===== config.mk =====
export PLATFORM = sky130hd
export DESIGN_NAME = tkti_queue
export DESIGN_NICKNAME = d
export VERILOG_FILES = /design/src/rtl/tkti_pkg.sv /design/src/rtl/tkti_queue.sv
export SDC_FILE = /design/constraint.sdc
export NUM_CORES = 1
export LEC_CHECK = 0
export ABC_AREA = 1
export BUFFER_PORTS_ARGS = -buffer_cell sky130_fd_sc_hd__buf_2
export CORE_ASPECT_RATIO = 0.5
export CORE_UTILIZATION = 53
export DETAILED_ROUTE_END_ITERATION = 16
export GPL_ROUTABILITY_DRIVEN = 0
export GPL_TIMING_DRIVEN = 1
export HOLD_SLACK_MARGIN = 0.05
export MAX_ROUTING_LAYER = met4
export PLACE_DENSITY = 0.89
export SETUP_SLACK_MARGIN = 0.2
export SYNTH_ARGS = -nofsm -noshare
export SYNTH_HDL_FRONTEND = slang
export SYNTH_SLANG_ARGS = --single-unit

===== constraint.sdc =====
create_clock -name clock -period 14.4 [get_ports clock]
set_clock_uncertainty 0.15 [all_clocks]
set_input_delay 2.88 -clock clock [delete_from_list [all_inputs] [get_ports clock]]
set_output_delay 2.88 -clock clock [all_outputs]
set_load 0.01 [all_outputs]

===== src/rtl/tkti_pkg.sv =====
// Shared constants, types and arithmetic helpers for the trilinear kernel table.
`timescale 1ns / 1ps
package tkti_pkg;

   localparam int GRID_POINTS = 32;
   localparam int HALF_POINTS = (GRID_POINTS + 1) / 2;
   localparam int TABLE_DEPTH = GRID_POINTS * GRID_POINTS * GRID_POINTS;
   localparam int BANK_DEPTH  = HALF_POINTS * HALF_POINTS * HALF_POINTS;
   localparam int BANK_AW     = (BANK_DEPTH > 1) ? $clog2(BANK_DEPTH) : 1;
   localparam int IDX_W       = $clog2(GRID_POINTS);
   localparam int CELL_MAX    = GRID_POINTS - 2;
   localparam int NUM_BANKS   = 8;
   localparam int QUEUE_DEPTH = 2;

   localparam logic [16:0] ONE_Q16    = 17'd65536;
   localparam logic [23:0] EIGHTH_Q24 = 24'd2097152;

   typedef enum logic [1:0] {
      STATUS_OK     = 2'd0,
      STATUS_WRITE  = 2'd1,
      STATUS_NOLOAD = 2'd2
   } status_type;

   typedef logic [BANK_AW-1:0] bank_addr_type;

   // One classified item between front and back
   typedef struct packed {
      logic                           query;
      logic                           eighth;
      logic                           neg;
      logic [16:0]                    tx;
      logic [16:0]                    ty;
      logic [16:0]                    tz;
      logic [2:0]                     par;
      bank_addr_type [NUM_BANKS-1:0]  raddr;
      logic [2:0]                     wbank;
      bank_addr_type                  waddr;
      logic [23:0]                    wdata;
      logic                           wen;
      logic                           wlast;
   } entry_type;

   // ((1 - t) * a + t * b) >> 16, t in Q0.16 up to 1.0
   function automatic logic [23:0] blend(logic [23:0] a, logic [23:0] b, logic [16:0] t);
      logic [41:0] sum;
      sum = 42'(ONE_Q16 - t) * 42'(a) + 42'(t) * 42'(b);
      return sum[39:16];
   endfunction

endpackage


===== src/rtl/tkti_queue.sv =====
// Two-entry queue that decouples the front end from the back end.
`timescale 1ns / 1ps
module tkti_queue (
   input  logic                clock,
   input  logic                reset,
   input  logic                push_valid,
   output logic                push_ready,
   input  tkti_pkg::entry_type push_entry,
   output logic                pop_valid,
   input  logic                pop_ready,
   output tkti_pkg::entry_type pop_entry
);
   import tkti_pkg::*;

   entry_type  slot_ff [QUEUE_DEPTH];
   logic       wr_ptr_ff, wr_ptr_in;
   logic       rd_ptr_ff, rd_ptr_in;
   logic [1:0] count_ff, count_in;
   logic       do_push, do_pop;

   assign push_ready = (count_ff != 2'(QUEUE_DEPTH));
   assign pop_valid  = (count_ff != 2'd0);
   assign pop_entry  = slot_ff[rd_ptr_ff];
   assign do_push    = push_valid && push_ready;
   assign do_pop     = pop_valid && pop_ready;

   // Advance pointers and occupancy
   always_comb begin
      wr_ptr_in = do_push ? !wr_ptr_ff : wr_ptr_ff;
      rd_ptr_in = do_pop ? !rd_ptr_ff : rd_ptr_ff;
      count_in  = count_ff + 2'(do_push) - 2'(do_pop);
   end

   always_ff @(posedge clock) begin
      if (reset) begin
         wr_ptr_ff <= 1'b0;
         rd_ptr_ff <= 1'b0;
         count_ff  <= 2'd0;
      end else begin
         wr_ptr_ff <= wr_ptr_in;
         rd_ptr_ff <= rd_ptr_in;
         count_ff  <= count_in;
      end
      if (do_push) begin
         slot_ff[wr_ptr_ff] <= push_entry;
      end
   end

endmodule


==> results by group <==
Run status
  • Run status: finished, final reports clean

Routing
  • Wirelength, routed: 31.8 mm
  • Vias/cell: 5.15
  • Remaining DRCs: 0
  • Vias after detailed routing: 7471
  • WL met1: 11.9 mm
  • Uppermost layer routed: met4
  • Met3 WL post-DR: 1.05 mm
  • Number of nets still failing antenna checks after routing: 0
  • Detailed Route Iter0 Violations: 510
  • WL/cell: 21.9 um
  • Met2 routed WL: 18.0 mm
  • Pre-antenna DRT Iters: 4

Timing
  • Slew headroom: 19.8%
  • RSZ-0062 raised after global routing: no
  • Max Fclk: 152 MHz
  • Slew at the pin closest to its max-slew limit: 1200 ps
  • Final Hold Viols: 0
  • Crit path time final: 6570 ps
  • Ratio of final minimum period to clock period: 45.6%
  • Final setup viols: 0
  • Fin. max-slew vios: 0
  • Fin Hold WS: 358 ps
  • Setup TNS: 0 ps

Pwr
  • Leak: 7.13 nW
  • Pwr Total: 3.21 mW
  • Cell area power density: 176 nW/um^2
  • Max VDD drop: 0.0925 mV

Worst hold path
  • Hold wc startpoint: rd_ptr_ff
  • Hold Path Stages: 2
  • Worst hold path type: flop to flop

Global route
  • Overall Global Routing Usage: 22.3%
  • Vias in the first global route: 7770
  • Initial antenna violation count: 2
  • First-pass GRT wire length: 45.9 mm
  • Gr ovfl total: 0
  • Largest net degree at the start of global routing: 89

Synth
  • Synthesized area: 14900 sq um
  • Synth Net Count: 839
  • Cell count after synthesis: 640
  • Share of the synthesized area in the top cell type: 78.2%
  • Seq cells post-synth: 393
  • Most area-hungry cell type in the Yosys netlist: edfxtp_1
  • YS warnings: 0
  • Top cells by area, synth: edfxtp_1 78%, mux2_4 16%, mux2_2 2.6%, buf_6 1.4%, dfxtp_1 0.67%
  • Yosys cell types: 15
  • Sequential-to-total area share from yosys stat: 78.8%
  • Syn Area/Cell: 23.3 sq um

Layout
  • Fraction of layout instances using a drive strength above 1: 60.0%
  • Fin cells: 1451
  • Synth-to-Final Area Change: 22.5%
  • Total Nets Final: 1256
  • Final Cell Area: 18300 sq um

Floorplanning
  • Initial Utilization: 55.2%
  • Die width: 239 um
  • Core area: 27000 sq um
  • Ports: 394
  • Full die area: 28800 sq um
  • Num rows: 42
  • Die height: 121 um

Run
  • Max Cap Viol: 0

Clock network
  • Post-cts sizing count: 0
  • Postcts setup bufs: 0
  • Num CTS Buffers: 35
  • Clock-pin slew on the worst setup and hold paths: 60 ps
  • Sink Count: 393
  • Root Driver: clkbuf_16
  • Post-CTS Hold Buffers: 0
  • CTS max path bufs: 3
  • CTS tree: yes
  • CTS HTree Levels: 2
  • Skew-Pair Late Insertion Delay: 500 ps

Worst setup path
  • Reg2Reg Launch Point: count_ff[0]
  • CP Max Fanout: 53
  • WP data arrival: 3540 ps
  • Reg2reg setup slack: 11100 ps
  • R2R cell count: 6
  • R2r endpoint: slot_ff[1][82]
  • Setup Crit Path Kind: flop to primary output
  • Setup crit end kind: primary output
  • Required time worst endpoint: 11370 ps
  • CP Launch Type: flop

Place
  • Number of I/O port buffers: 393
  • Dpl cells: 1394
  • Area post-placement: 17200 sq um
  • Detailed placer's ending HPWL: 22.0 mm
state kept, by name, indices dropped and copies added (netlist names), named ones only:
register and cells:
wr_ptr_ff 1, rd_ptr_ff 1, count_ff 2, slot_ff 388
worst max-delay path, cell delays in order, from the launching register on:
cell	delay, ps
dfxtp_4	880
buf_4	790
buf_4	750
mux2_2	430
buf_2	140
layer usage:
metal  vias up  track usage (%)
met5         -                -
met4         0             7.13
met2       180             40.7
met3        64             3.40
met1      3864             25.4
li1       3363                -
through the flow:
stage	setup WS [ps]	util, %
floorplan	2410	-
global placement	8440	63.7
detailed placement	8310	63.7
CTS	7760	67.6
global route	7640	67.6
finish	7830	67.6
cell families (layout without fill, tap and decap cells):
kind of cell	count (synthesis)	after routing	share of synthesized area (%)
other cells	0	2	0
fa+ha+maj	1	1	0.0839
flops	393	393	78.8
mux	194	194	18.7
compound gates	2	2	0.0672
simple gates	19	19	0.495
xor+xnor	1	1	0.0588
buf+inv	30	465	1.76
cells in the final DEF (no fill, tap or decap):
master / count
mux2_2: 34
clkinv_2: 4
ha_1: 1
clkinvlp_4: 2
nor2_4: 2
clkbuf_16: 37
dfxtp_4: 1
buf_4: 9
a21oi_1: 2
buf_2: 393
mux2_4: 160
xnor2_1: 1
bufinv_16: 2
inv_1: 8
nor3_1: 1
clkinv_1: 5
nand3_1: 1
nand2_1: 8
dfxtp_1: 4
inv_6: 1
clkbuf_1: 4
edfxtp_1: 388
nor2_1: 7
diode_2: 2
final cells by class:
type / instances / area, sq um
Fill cell: 1786 / 8750
Inverter: 8 / 30.0
Clock inverter: 14 / 123
Sequential cell: 393 / 11800
Antenna cell: 2 / 5.00
Clock buffer: 41 / 941
Timing Repair Buffer: 402 / 2030
Tap cell: 374 / 468
Multi-Input combinational cell: 217 / 2910
cell usage after synthesis, drive strengths merged:
library cell	instances
dfxtp	5
buf	22
xnor2	1
nand3	1
nor2	9
edfxtp	388
mux2	194
a21oi	2
ha	1
inv	8
nor3	1
nand2	8
how the worst max path moves through the flow:
stage,startpoint,to,slack [ps],depth (start not counted)
2_1_floorplan,push_valid,slot_ff[1][0],2410,2
3_3_place_gp,flop,pop_entry[13],8440,4
3_5_place_dp,flop,pop_entry[29],8310,4
4_1_cts,flop,pop_entry[29],7760,4
5_1_grt,flop,pop_entry[29],7640,4
6_report,flop,pop_entry[29],7830,4
power by group:
group | internal [mW] | total (mW) | switching (mW)
logic | 0.396 | 0.796 | 0.400
registers | 1.45 | 1.52 | 0.0689
clock network | 0.501 | 0.891 | 0.390
Note: power is estimated with default switching activity, not from simulation.
