`config.mk`:
```
export PLATFORM = sky130hd
export DESIGN_NAME = tkti_front
export DESIGN_NICKNAME = d
export VERILOG_FILES = /design/src/rtl/tkti_pkg.sv /design/src/rtl/tkti_front.sv
export SDC_FILE = /design/constraint.sdc
export NUM_CORES = 1
export LEC_CHECK = 0
export ABC_AREA = 1
export BUFFER_PORTS_ARGS = -buffer_cell sky130_fd_sc_hd__buf_2
export CORE_ASPECT_RATIO = 0.7
export CORE_UTILIZATION = 25
export DETAILED_ROUTE_END_ITERATION = 16
export PLACE_DENSITY = 0.52
export SETUP_SLACK_MARGIN = 0.05
export SYNTH_ARGS = -nofsm -noshare
export SYNTH_HDL_FRONTEND = slang
export SYNTH_SLANG_ARGS = --single-unit
```
`constraint.sdc`:
```
create_clock -name clock -period 6.6 [get_ports clock]
set_clock_uncertainty 0.2 [all_clocks]
set_input_delay 0.66 -clock clock [delete_from_list [all_inputs] [get_ports clock]]
set_output_delay 0.66 -clock clock [all_outputs]
set_load 0.01 [all_outputs]
```
`src/rtl/tkti_pkg.sv`:
```
// Shared constants, types and arithmetic helpers for the trilinear kernel table.
`timescale 1ns / 1ps
package tkti_pkg;

   localparam int GRID_POINTS = 32;
   localparam int HALF_POINTS = (GRID_POINTS + 1) / 2;
   localparam int TABLE_DEPTH = GRID_POINTS * GRID_POINTS * GRID_POINTS;
   localparam int BANK_DEPTH  = HALF_POINTS * HALF_POINTS * HALF_POINTS;
   localparam int BANK_AW     = (BANK_DEPTH > 1) ? $clog2(BANK_DEPTH) : 1;
   localparam int IDX_W       = $clog2(GRID_POINTS);
   localparam int CELL_MAX    = GRID_POINTS - 2;
   localparam int NUM_BANKS   = 8;
   localparam int QUEUE_DEPTH = 2;

   localparam logic [16:0] ONE_Q16    = 17'd65536;
   localparam logic [23:0] EIGHTH_Q24 = 24'd2097152;

   typedef enum logic [1:0] {
      STATUS_OK     = 2'd0,
      STATUS_WRITE  = 2'd1,
      STATUS_NOLOAD = 2'd2
   } status_type;

   typedef logic [BANK_AW-1:0] bank_addr_type;

   // One classified item between front and back
   typedef struct packed {
      logic                           query;
      logic                           eighth;
      logic                           neg;
      logic [16:0]                    tx;
      logic [16:0]                    ty;
      logic [16:0]                    tz;
      logic [2:0]                     par;
      bank_addr_type [NUM_BANKS-1:0]  raddr;
      logic [2:0]                     wbank;
      bank_addr_type                  waddr;
      logic [23:0]                    wdata;
      logic                           wen;
      logic                           wlast;
   } entry_type;

   // ((1 - t) * a + t * b) >> 16, t in Q0.16 up to 1.0
   function automatic logic [23:0] blend(logic [23:0] a, logic [23:0] b, logic [16:0] t);
      logic [41:0] sum;
      sum = 42'(ONE_Q16 - t) * 42'(a) + 42'(t) * 42'(b);
      return sum[39:16];
   endfunction

endpackage

```
`src/rtl/tkti_front.sv`:
```
// Front end: accepts items, splits coordinates into cells and bank addresses.
`timescale 1ns / 1ps
module tkti_front (
   input  logic                clock,
   input  logic                reset,
   input  logic                req_tvalid,
   output logic                req_tready,
   input  logic [95:0]         req_tdata,
   input  logic [0:0]          req_tuser,
   output logic                push_valid,
   input  logic                push_ready,
   output tkti_pkg::entry_type push_entry
);
   import tkti_pkg::*;

   typedef struct packed {
      logic [IDX_W-1:0] base;
      logic [16:0]      frac;
   } split_type;

   logic      valid_ff, valid_in;
   entry_type entry_ff, entry_in;

   logic signed [17:0] xc, yc, zc;
   logic [16:0]        mx, my, mz;
   split_type          sx, sy, sz;
   logic [14:0]        waddr;
   logic [IDX_W-1:0]   wi, wj, wk;

   function automatic logic [16:0] mag_clamp(logic signed [17:0] c);
      logic [17:0] m;
      m = c[17] ? 18'(-c) : 18'(c);
      return (m > 18'(ONE_Q16)) ? ONE_Q16 : m[16:0];
   endfunction

   function automatic split_type split(logic [16:0] m);
      logic [22:0] a;
      logic [6:0]  c;
      split_type   s;
      a = 23'(m) * 23'(GRID_POINTS - 1);
      c = a[22:16];
      if (c > 7'(CELL_MAX)) begin
         c = 7'(CELL_MAX);
      end
      s.base = IDX_W'(c);
      s.frac = 17'(a - {c, 16'd0});
      return s;
   endfunction

   function automatic bank_addr_type bank_addr(logic [IDX_W-1:0] i, logic [IDX_W-1:0] j,
                                              logic [IDX_W-1:0] k);
      int unsigned hi, hj, hk;
      hi = 32'(i >> 1);
      hj = 32'(j >> 1);
      hk = 32'(k >> 1);
      return BANK_AW'(hi + HALF_POINTS * hj + HALF_POINTS * HALF_POINTS * hk);
   endfunction

   // Pick the corner index that lands in the bank of the given parity
   function automatic logic [IDX_W-1:0] pick(logic [IDX_W-1:0] c, logic p);
      return (c[0] == p) ? c : IDX_W'(c + 1'b1);
   endfunction

   assign req_tready = !valid_ff || push_ready;

   // Classify the incoming item
   always_comb begin
      xc    = req_tdata[56:39];
      yc    = req_tdata[74:57];
      zc    = req_tdata[92:75];
      waddr = req_tdata[14:0];
      mx    = mag_clamp(xc);
      my    = mag_clamp(yc);
      mz    = mag_clamp(zc);
      sx    = split(mx);
      sy    = split(my);
      sz    = split(mz);
      wi    = IDX_W'(waddr % 15'(GRID_POINTS));
      wj    = IDX_W'((waddr / 15'(GRID_POINTS)) % 15'(GRID_POINTS));
      wk    = IDX_W'(waddr / 15'(GRID_POINTS * GRID_POINTS));

      entry_in.query  = req_tuser[0];
      entry_in.eighth = (mx == ONE_Q16) && (my == ONE_Q16) && (mz == ONE_Q16);
      entry_in.neg    = xc[17] ^ yc[17] ^ zc[17];
      entry_in.tx     = sx.frac;
      entry_in.ty     = sy.frac;
      entry_in.tz     = sz.frac;
      entry_in.par    = {sz.base[0], sy.base[0], sx.base[0]};
      for (int d = 0; d < NUM_BANKS; d++) begin
         entry_in.raddr[d] = bank_addr(pick(sx.base, d[0]), pick(sy.base, d[1]),
                                       pick(sz.base, d[2]));
      end
      entry_in.wbank  = {wk[0], wj[0], wi[0]};
      entry_in.waddr  = bank_addr(wi, wj, wk);
      entry_in.wdata  = req_tdata[38:15];
      entry_in.wen    = !req_tuser[0] && (32'(waddr) < TABLE_DEPTH);
      entry_in.wlast  = (32'(waddr) == TABLE_DEPTH - 1);

      valid_in = req_tready ? req_tvalid : valid_ff;
   end

   always_ff @(posedge clock) begin
      if (reset) begin
         valid_ff <= 1'b0;
      end else begin
         valid_ff <= valid_in;
      end
      if (req_tready) begin
         entry_ff <= entry_in;
      end
   end

   assign push_valid = valid_ff;
   assign push_entry = entry_ff;

endmodule

```
==> flow_summary.yaml, run 1 <==
sta:
  finalWorstSetupSlack_ns: 0.305
  setup_viol: 0
  worstMarginPinSlew_ns: 0.723
  worst_hold_slack_ns: 0.168
  slew_headroom_pct: 51.3
  slew_violations: 0
  min_period_over_period_pct: 95.4
  period_minus_slack_ns: 6.30
  rsz0062_at_grt: "true"
  hold_violations: 0
  max_freq_mhz: 159
pwr:
  seqPwrFrac_pct: 14.1
  p_sw_share_pct: 45.2
  p_per_area_nw_per_um2: 499
  p_int_mw: 5.75
  pwr-share-comb_pct: 76.7
  power_frac_clock_pct: 9.2
  p_leak_nw: 10.9
  ir_worst_vdd_mv: 0.224
  power.switching_mw: 4.73
cts:
  cts_made_buffers: 17
  clock-root-buffer: "clkbuf_16"
  cts_buffer_depth: 2
  cts_tree: "yes"
  postCtsHoldBufs: 0
  clk_latency_ns: 0.44
  htreeDepth: 4
  cts_sinks: 123
  path_clk_slew_ns: 0.07
grt:
  antenna_found_initial: 5
  grt_pass1_wl_um: 64300
  grt_usage_pct: 14.0
  grt_max_degree: 53
  grt_pass1_vias: 12600
  grt_overflow: 0
run:
  cap_violations: 0
drt:
  dr.pass1.iters: 4
  drc: 0
  wirelength_um: 41200
  antenna_left: 0
  wl_met1_um: 20400
  via_count: 12600
  route.met2.wl_um: 19100
  top_layer: "met5"
  wl_met3_um: 1450
  vias_per_cell: 4.13
  wl_per_cell_um: 13.5
  drt_iter0_markers: 590
synth:
  synth_fp_nets: 2000
  ys_types: 54
  synth_area_leaders: "edfxtp_1 (26%), fa_1 (18%), ha_1 (10%)"
  netlist_instances: 1654
  synth_ff_type: "edfxtp_1"
  synth-seq-area-share_pct: 25.9
  synth_edf_count: 122
  yosysTopAreaCell: "edfxtp_1"
  synth_top_area_share_pct: 25.8
  synthArstFlopShare_pct: 0
  yosysWarnings: 0
  synth_seq_cells: 123
  avgSynthCellArea_um2: 8.59
  synth_area_um2: 14200
final_layout:
  area.growth.synth_to_final_pct: 47.9
  nNetsFinal: 2641
  drive_gt1_share_pct: 46.3
  seq_area_um2: 3680
  final_core_util_pct: 37.7
  final_cell_mix: "buf_4 (394), inv_1 (335), buf_2 (293), nand2_1 (213), fa_1 (125)"
  stdcell_count: 3053
  multi_input_area_um2: 9790
  n_fill_cell: 5688
  mostFrequentLayoutCell: "buf_4"
  fin_area_um2: 21000
min_path:
  min_path_cells: 2
  hp-class: "input pin to flop"
  min_from: "reset"
  hold_end: "push_valid"
place:
  dp.cells: 2983
  port_buffers: 293
  dp_hpwl_um: 34800
  dpl_cell_area_um2: 18900
  gp_congestion: 0.878
  place_ws_ns: -0.540
floorplan:
  core_area_um2: 55700
  row_count: 72
  pin_count: 297
  die_w_um: 287
  die-area_um2: 57800
  initial_core_util_pct: 25.5
  die_h_um: 201
setup_path:
  cp.arrival_ns: 6.30
  reg2reg_depth: 2
  crit_family: "adder cells"
  path_class: "input pin to flop"
  r2r_start: "push_valid"
  crit_buf_inv: 9
  max_stage_delay_ns: 0.54
  cp.required_ns: 6.60
  cp-start-kind: "input pin"
  ff2ff_setup_slack_ns: 4.57
  r2r_end: "push_entry[163]"
  crit_slowest_cell: "fa_1"
  endpoint_kind: "flop"
  critPathMaxFanout: 5
status:
  status: "finished, final reports clean"
-- per-stage QoR --
stage / setup TNS [ns] / power (mW)
2_1_floorplan: 0 / 5.59
3_3_place_gp: -4.37 / 8.38
3_5_place_dp: -6.17 / 8.43
4_1_cts: 0 / 9.45
5_1_grt: -0.285 / 11.4
6_report: 0 / 10.5
-- worst max path at each step --
| stage | endpoint | slack, ns | from | cells after the start |
|---|---|---|---|---|
| 3_5_place_dp | push_entry[60] | -0.54 | req_tdata[57] | 39 |
| 5_1_grt | push_entry[120] | -0.1 | req_tdata[57] | 45 |
| 3_3_place_gp | push_entry[60] | -0.47 | req_tdata[57] | 48 |
| 6_report | push_entry[64] | 0.30 | req_tdata[76] | 38 |
| 2_1_floorplan | push_entry[124] | 0.05 | req_tdata[76] | 39 |
| 4_1_cts | push_entry[116] | 0.07 | req_tdata[39] | 40 |
-- per-layer routing --
layer	vias to the layer above	GRT usage, %
met5	-	0
met2	181	22.0
met3	20	2.01
met4	2	2.79
met1	6031	20.1
li1	6382	-
-- cell usage after synthesis (3+ instances only) --
library cell  number
ha_1             119
nand3_1           63
nor3_1            15
inv_1            365
a21o_1            15
a31oi_1            7
xnor2_1           27
xor2_1            62
nor2_1           117
o21bai_1          10
nand3b_1           3
nand2_1          277
nand2_4           18
nor4_1             4
a21oi_2            3
o21ai_1            6
nand4_1           29
o21ai_0           34
nor2_4             3
o31ai_1            5
nor2_2             7
a21boi_0           3
inv_2             20
buf_4             73
nand3_2            7
nor3_2             3
o21ai_2            3
fa_1             126
edfxtp_1         122
a21oi_1           62
nand2_2           19
-- flip-flops by register name (all words and copies together), names as in the netlist --
signal / cells
push_entry: 122
push_valid: 1
-- cell type report --
cell class,instances,share of cell area [%]
clock buffers,17,2.03
repair buffers,698,21.7
well taps,740,4.41
inverters,386,6.91
flip-flops and latches,123,17.5
multi-input cells,1069,46.6
clock inverters,15,0.727
diodes,5,0.0596
-- power by group through the flow --
stage | combinational, mW | sequential, mW | clock [mW]
after floorplan | 3.95 | 1.64 | 0
after global placement | 6.89 | 1.49 | 0
after detailed placement | 6.92 | 1.50 | 0
after CTS | 6.97 | 1.49 | 0.989
after global routing | 8.91 | 1.52 | 1.01
final | 8.04 | 1.48 | 0.961
-- repair_timing --
item                       in CTS  in global routing
setup endpoints to repair       8                 22
gates cloned                    0                  2
resized for setup               9                301
pin swaps                       0                111
setup buffers                   0                 31
-- logic make-up after synthesis --
logic type / share of synthesized area [%]
AOI/OAI and AO/OA: 6.36
buffers and inverters: 14.4
xor gates and xnor gates: 5.91
and+or+nand+nor: 19.2
DFF: 25.9
adders and majority gates: 28.2
Note: power is estimated with default switching activity, not from simulation.
==> run 2: changes to the inputs <==
--- a/config.mk
+++ b/config.mk
@@ -6,7 +6,7 @@
 export NUM_CORES = 1
 export LEC_CHECK = 0
 export ABC_AREA = 1
-export BUFFER_PORTS_ARGS = -buffer_cell sky130_fd_sc_hd__buf_2
+export BUFFER_PORTS_ARGS = -buffer_cell sky130_fd_sc_hd__clkbuf_2
 export CORE_ASPECT_RATIO = 0.7
 export CORE_UTILIZATION = 25
 export DETAILED_ROUTE_END_ITERATION = 16
==> run 2 against run 1 <==
Worst setup slack lost 0.11 ns. Sequential share of layout area decreased by 0.39 points. Cell count is 0.26% higher.
==> flow_summary.yaml, run 2 (same netlist as run 1, synthesis figures left out) <==
pwr:
  pwr-share-comb_pct: 77.0
  seqPwrFrac_pct: 13.8
  p_sw_share_pct: 45.1
  p_int_mw: 5.95
  power_frac_clock_pct: 9.2
  p_per_area_nw_per_um2: 505
  finalPower_mw: 10.8
  ir_worst_vdd_mv: 0.218
  p_leak_nw: 11.1
  power.switching_mw: 4.89
final_layout:
  nNetsFinal: 2653
  drive_gt1_share_pct: 48.1
  mostFrequentLayoutCell: "buf_4"
  largest_reg_flops: 122
  fin_area_um2: 21500
  n_fill_cell: 5611
  final_cell_mix: "buf_4 (401), inv_1 (322), clkbuf_2 (285), nand2_1 (195), fa_1 (123)"
  area.growth.synth_to_final_pct: 51.2
grt:
  antenna_found_initial: 3
  grt_usage_pct: 13.9
  grt_overflow: 0
  grt_pass1_wl_um: 63600
  grt_pass1_vias: 12400
  grt_max_degree: 85
setup_path:
  critPathLaunch: "req_tdata[58]"
  r2r_start: "push_valid"
  reg2reg_depth: 2
  crit_slowest_cell: "fa_1"
  path_class: "input pin to flop"
  endpoint_kind: "flop"
  cp.arrival_ns: 6.40
  ff2ff_setup_slack_ns: 4.24
  critPathMaxFanout: 5
  cp.required_ns: 6.59
  cpMostUsedCell: "nand2_2"
  max_stage_delay_ns: 0.54
  r2r_end: "push_entry[170]"
  cp-start-kind: "input pin"
sta:
  worst_hold_slack_ns: 0.174
  finalWorstSetupSlack_ns: 0.193
  min_period_over_period_pct: 97.1
  slew_violations: 0
  rsz0062_at_grt: "true"
  slew_headroom_pct: 28.0
  max_freq_mhz: 156
  hold_violations: 0
  worstMarginPinSlew_ns: 1.08
  period_minus_slack_ns: 6.41
  setup_viol: 0
drt:
  antenna_left: 0
  via_count: 12600
  dr.pass1.iters: 5
  wirelength_um: 41100
  drt_iter0_markers: 534
  drc: 0
  vias_per_cell: 4.13
  wl_per_cell_um: 13.4
min_path:
  hp-class: "input pin to flop"
  min_path_cells: 2
  min_from: "reset"
  hold_end: "push_valid"
place:
  place_ws_ns: -0.633
  dp_hpwl_um: 34600
  port_buffers: 293
  gp_congestion: 0.854
  dpl_cell_area_um2: 18900
floorplan:
  row_count: 72
  pin_count: 297
  core_area_um2: 55700
  die-area_um2: 57800
  die_w_um: 287
  die_h_um: 201
  initial_core_util_pct: 25.5
cts:
  htreeDepth: 4
  cts_sinks: 123
  postCtsHoldBufs: 0
  cts_tree: "yes"
  cts_made_buffers: 17
  path_clk_slew_ns: 0.06
  cts_buffer_depth: 2
  clock-root-buffer: "clkbuf_16"
  clk_latency_ns: 0.44
status:
  status: "finished, final reports clean"
run:
  cap_violations: 0
-- run 2: cell count changes in the layout (fill, tap and decap cells not counted), moves of 7 or more --
cell / before / now
buf_2: 293 / 2
buf_4: 394 / 401
clkbuf_2: 0 / 285
inv_1: 335 / 322
nand2_1: 213 / 195
nand2_2: 68 / 79
nor2_2: 39 / 30
-- run 2: worst max-delay path, delay by kind of cell --
kind,cells,cell delay (ns)
AO/OA/AOI/OAI,1,0.09
XOR/XNOR,1,0.18
adder cells (fa/ha/maj),6,2.21
buffers and inverters,13,0.85
AND/OR/NAND/NOR,25,2.41
-- run 2: routing by layer --
layer | share of wire, % | vias to the layer above | GRT usage (%)
met5 | 0.029 | - | 0
met2 | 46 | 183 | 21.5
li1 | - | 6418 | -
met3 | 3.8 | 24 | 2.35
met1 | 49 | 6016 | 20.1
met4 | 1.1 | 2 | 3.06
-- run 2: how the worst max path moves through the flow --
stage                           end  slack, ns  cells after the start
finish               push_entry[60]       0.19                     46
detailed placement  push_entry[120]      -0.63                     46
floorplan           push_entry[124]       0.05                     39
global route         push_entry[60]      -0.09                     49
global placement    push_entry[120]      -0.49                     48
CTS                  push_entry[64]       0.05                     40
-- run 2: cell type report --
type | count | area (µm²) | share of cell area, %
multi-input combinational | 1069 | 10000 | 46.7
timing repair buffer | 710 | 4740 | 22.1
sequential | 123 | 3680 | 17.1
inverter | 386 | 1490 | 6.92
tap | 740 | 926 | 4.31
clock buffer | 17 | 425 | 1.98
clock inverter | 15 | 189 | 0.879
antenna | 1 | 2.50 | 0.0116
-- run 2: power by group through the flow --
stage | clock (mW) | combinational (mW) | sequential [mW]
2_1_floorplan | 0 | 3.95 | 1.64
3_3_place_gp | 0 | 6.89 | 1.51
3_5_place_dp | 0 | 6.94 | 1.52
4_1_cts | 1.03 | 7.05 | 1.51
5_1_grt | 1.05 | 9.23 | 1.54
6_report | 0.995 | 8.35 | 1.50
-- run 2: metrics by stage --
stage | utilization [%] | instances | setup TNS, ns
6_report | 38.6 | 3061 | 0
5_1_grt | 38.6 | 3060 | -0.180
4_1_cts | 35.3 | 3024 | 0
3_5_place_dp | 34.0 | 2991 | -7.70
3_3_place_gp | 34.0 | 2991 | -4.59
2_1_floorplan | - | 1654 | 0
-- run 2: timing repair --
item	4_1_cts	5_1_grt
pin swaps	10	154
cloned	1	1
gates resized for setup	31	390
endpoints found under the setup margin	8	18
setup buffers	0	35
==> run 3: changes to the inputs <==
--- a/config.mk
+++ b/config.mk
@@ -7,7 +7,9 @@
 export LEC_CHECK = 0
 export ABC_AREA = 1
 export BUFFER_PORTS_ARGS = -buffer_cell sky130_fd_sc_hd__clkbuf_2
+export CAP_MARGIN = 20
 export CORE_ASPECT_RATIO = 0.7
+export CORE_MARGIN = 2
 export CORE_UTILIZATION = 25
 export DETAILED_ROUTE_END_ITERATION = 16
 export PLACE_DENSITY = 0.52
==> run 3 against run 2 <==
Clock power about the same. Worst setup slack improved by 0.075 ns. Sequential cell count unchanged. Utilization decreased by 0.87 points. Non-clock buffer count increased by 6. Clock-buffer cell count increased by 1. Sequential share of layout area increased by 0.16 points. Combinational power decreased by 2%. Largest cell class unchanged.
==> flow_summary.yaml, run 3 (same netlist as run 1, synthesis figures left out) <==
final_layout:
  drive_gt1_share_pct: 47.0
  final_cell_mix: "buf_4 (412), inv_1 (332), clkbuf_2 (289), nand2_1 (207), fa_1 (125)"
  seq_area_um2: 3680
  nNetsFinal: 2660
  largest_reg_flops: 122
  multi_input_area_um2: 9870
  area.growth.synth_to_final_pct: 49.9
  fin_area_um2: 21300
  mostFrequentLayoutCell: "buf_4"
  n_fill_cell: 5736
floorplan:
  pin_count: 297
  row_count: 73
  core_area_um2: 56400
  die_h_um: 203
  die-area_um2: 58800
  initial_core_util_pct: 25.2
  die_w_um: 289
setup_path:
  cp.required_ns: 6.60
  cp-start-kind: "input pin"
  setup.worst_path.end: "push_entry[60]"
  max_stage_delay_ns: 0.51
  crit_slowest_cell: "fa_1"
  cpMostUsedCell: "nand2_1"
  r2r_end: "push_entry[146]"
  critPathMaxFanout: 5
  reg2reg_depth: 3
  cp.arrival_ns: 6.33
  path_class: "input pin to flop"
  r2r_start: "push_valid"
  endpoint_kind: "flop"
  ff2ff_setup_slack_ns: 4.04
  critPathLaunch: "req_tdata[58]"
grt:
  grt_overflow: 0
  grt_usage_pct: 13.8
  grt_pass1_wl_um: 63700
  antenna_found_initial: 5
  grt_pass1_vias: 12200
  grt_max_degree: 51
cts:
  htreeDepth: 4
  clk_latency_ns: 0.46
  clock-root-buffer: "clkbuf_16"
  cts_buffer_depth: 2
  postCtsHoldBufs: 0
  cts_made_buffers: 17
  cts_tree: "yes"
  path_clk_slew_ns: 0.07
  cts_sinks: 123
status:
  status: "finished, final reports clean"
run:
  cap_violations: 0
drt:
  drc: 0
  antenna_left: 0
  wirelength_um: 42200
  vias_per_cell: 4.13
  dr.pass1.iters: 4
  wl_per_cell_um: 13.7
  via_count: 12700
  drt_iter0_markers: 739
pwr:
  ir_worst_vdd_mv: 0.272
  p_per_area_nw_per_um2: 502
  p_leak_nw: 11.1
min_path:
  min_from: "reset"
  hp-class: "input pin to flop"
sta:
  max_freq_mhz: 158
  min_period_over_period_pct: 95.9
  finalWorstSetupSlack_ns: 0.268
  final.setup.tns_ns: 0
  hold_violations: 0
  slew_violations: 0
  setup_viol: 0
  slew_headroom_pct: 45.3
  worstMarginPinSlew_ns: 0.812
  period_minus_slack_ns: 6.33
place:
  port_buffers: 293
  gp_congestion: 0.873
  place_ws_ns: -0.625
  dp_hpwl_um: 35300
  dpl_cell_area_um2: 19000
[run 3: changes by cell type in the layout (fill, tap and decap cells not counted), moves of 4 or more]
cell / delta
buf_4: +11
buf_8: -7
clkbuf_2: +4
inv_1: +10
inv_2: -6
nand2_1: +12
nand2_2: -7
nand2_4: -4
[run 3: cell type report]
class,count,share of cell area (%)
antenna,2,0.0235
clock buffer,18,2.02
clock inverter,14,0.870
inverter,386,6.89
multi-input combinational,1070,46.4
sequential,123,17.3
tap,750,4.41
timing repair buffer,716,22.1
[run 3: metal layers]
layer,global-route usage (%),up-vias,wire (µm)
met3,1.97,31,1510
met4,3.63,4,507
li1,-,6418,-
met2,20.8,228,19100
met1,20.4,6028,21100
met5,0,-,27
[run 3: how the worst min path moves through the flow]
| stage | end | slack [ns] | depth (start not counted) |
|---|---|---|---|
| 6_report | push_valid | 0.15 | 2 |
| 5_1_grt | push_valid | 0.13 | 2 |
| 4_1_cts | push_valid | 0.12 | 2 |
| 3_5_place_dp | push_valid | 0.63 | 2 |
| 3_3_place_gp | push_valid | 0.62 | 2 |
| 2_1_floorplan | push_valid | 0.53 | 1 |
[run 3: what timing repair did]
action / CTS / global route
setup endpoints to repair: 8 / 18
pin swaps: 2 / 126
resized for setup: 15 / 331
cloned: 0 / 3
setup buffers: 2 / 29
[run 3: per-stage QoR]
stage               hold WS [ns]  util (%)  cells  power, mW
floorplan                  0.529         -   1654       5.59
global placement           0.620      33.7   3011       8.47
detailed placement         0.626      33.7   3011       8.52
CTS                        0.118      34.9   3045       9.59
global route               0.135      37.7   3078       11.6
finish                     0.148      37.7   3079       10.7
[run 3: worst max-delay path, delay by kind of cell]
family,cells,cell delay [ns]
adders and majority gates,6,2.10
xor gates and xnor gates,1,0.17
buffers and inverters,13,0.99
and+or+nand+nor,26,2.40
[run 3: power breakdown]
part           leakage, nW  internal [mW]  total [mW]  switching (mW)
clock network        0.296          0.603        1.00           0.400
registers             1.28           1.37        1.50           0.127
logic                 9.55           3.87        8.18            4.31
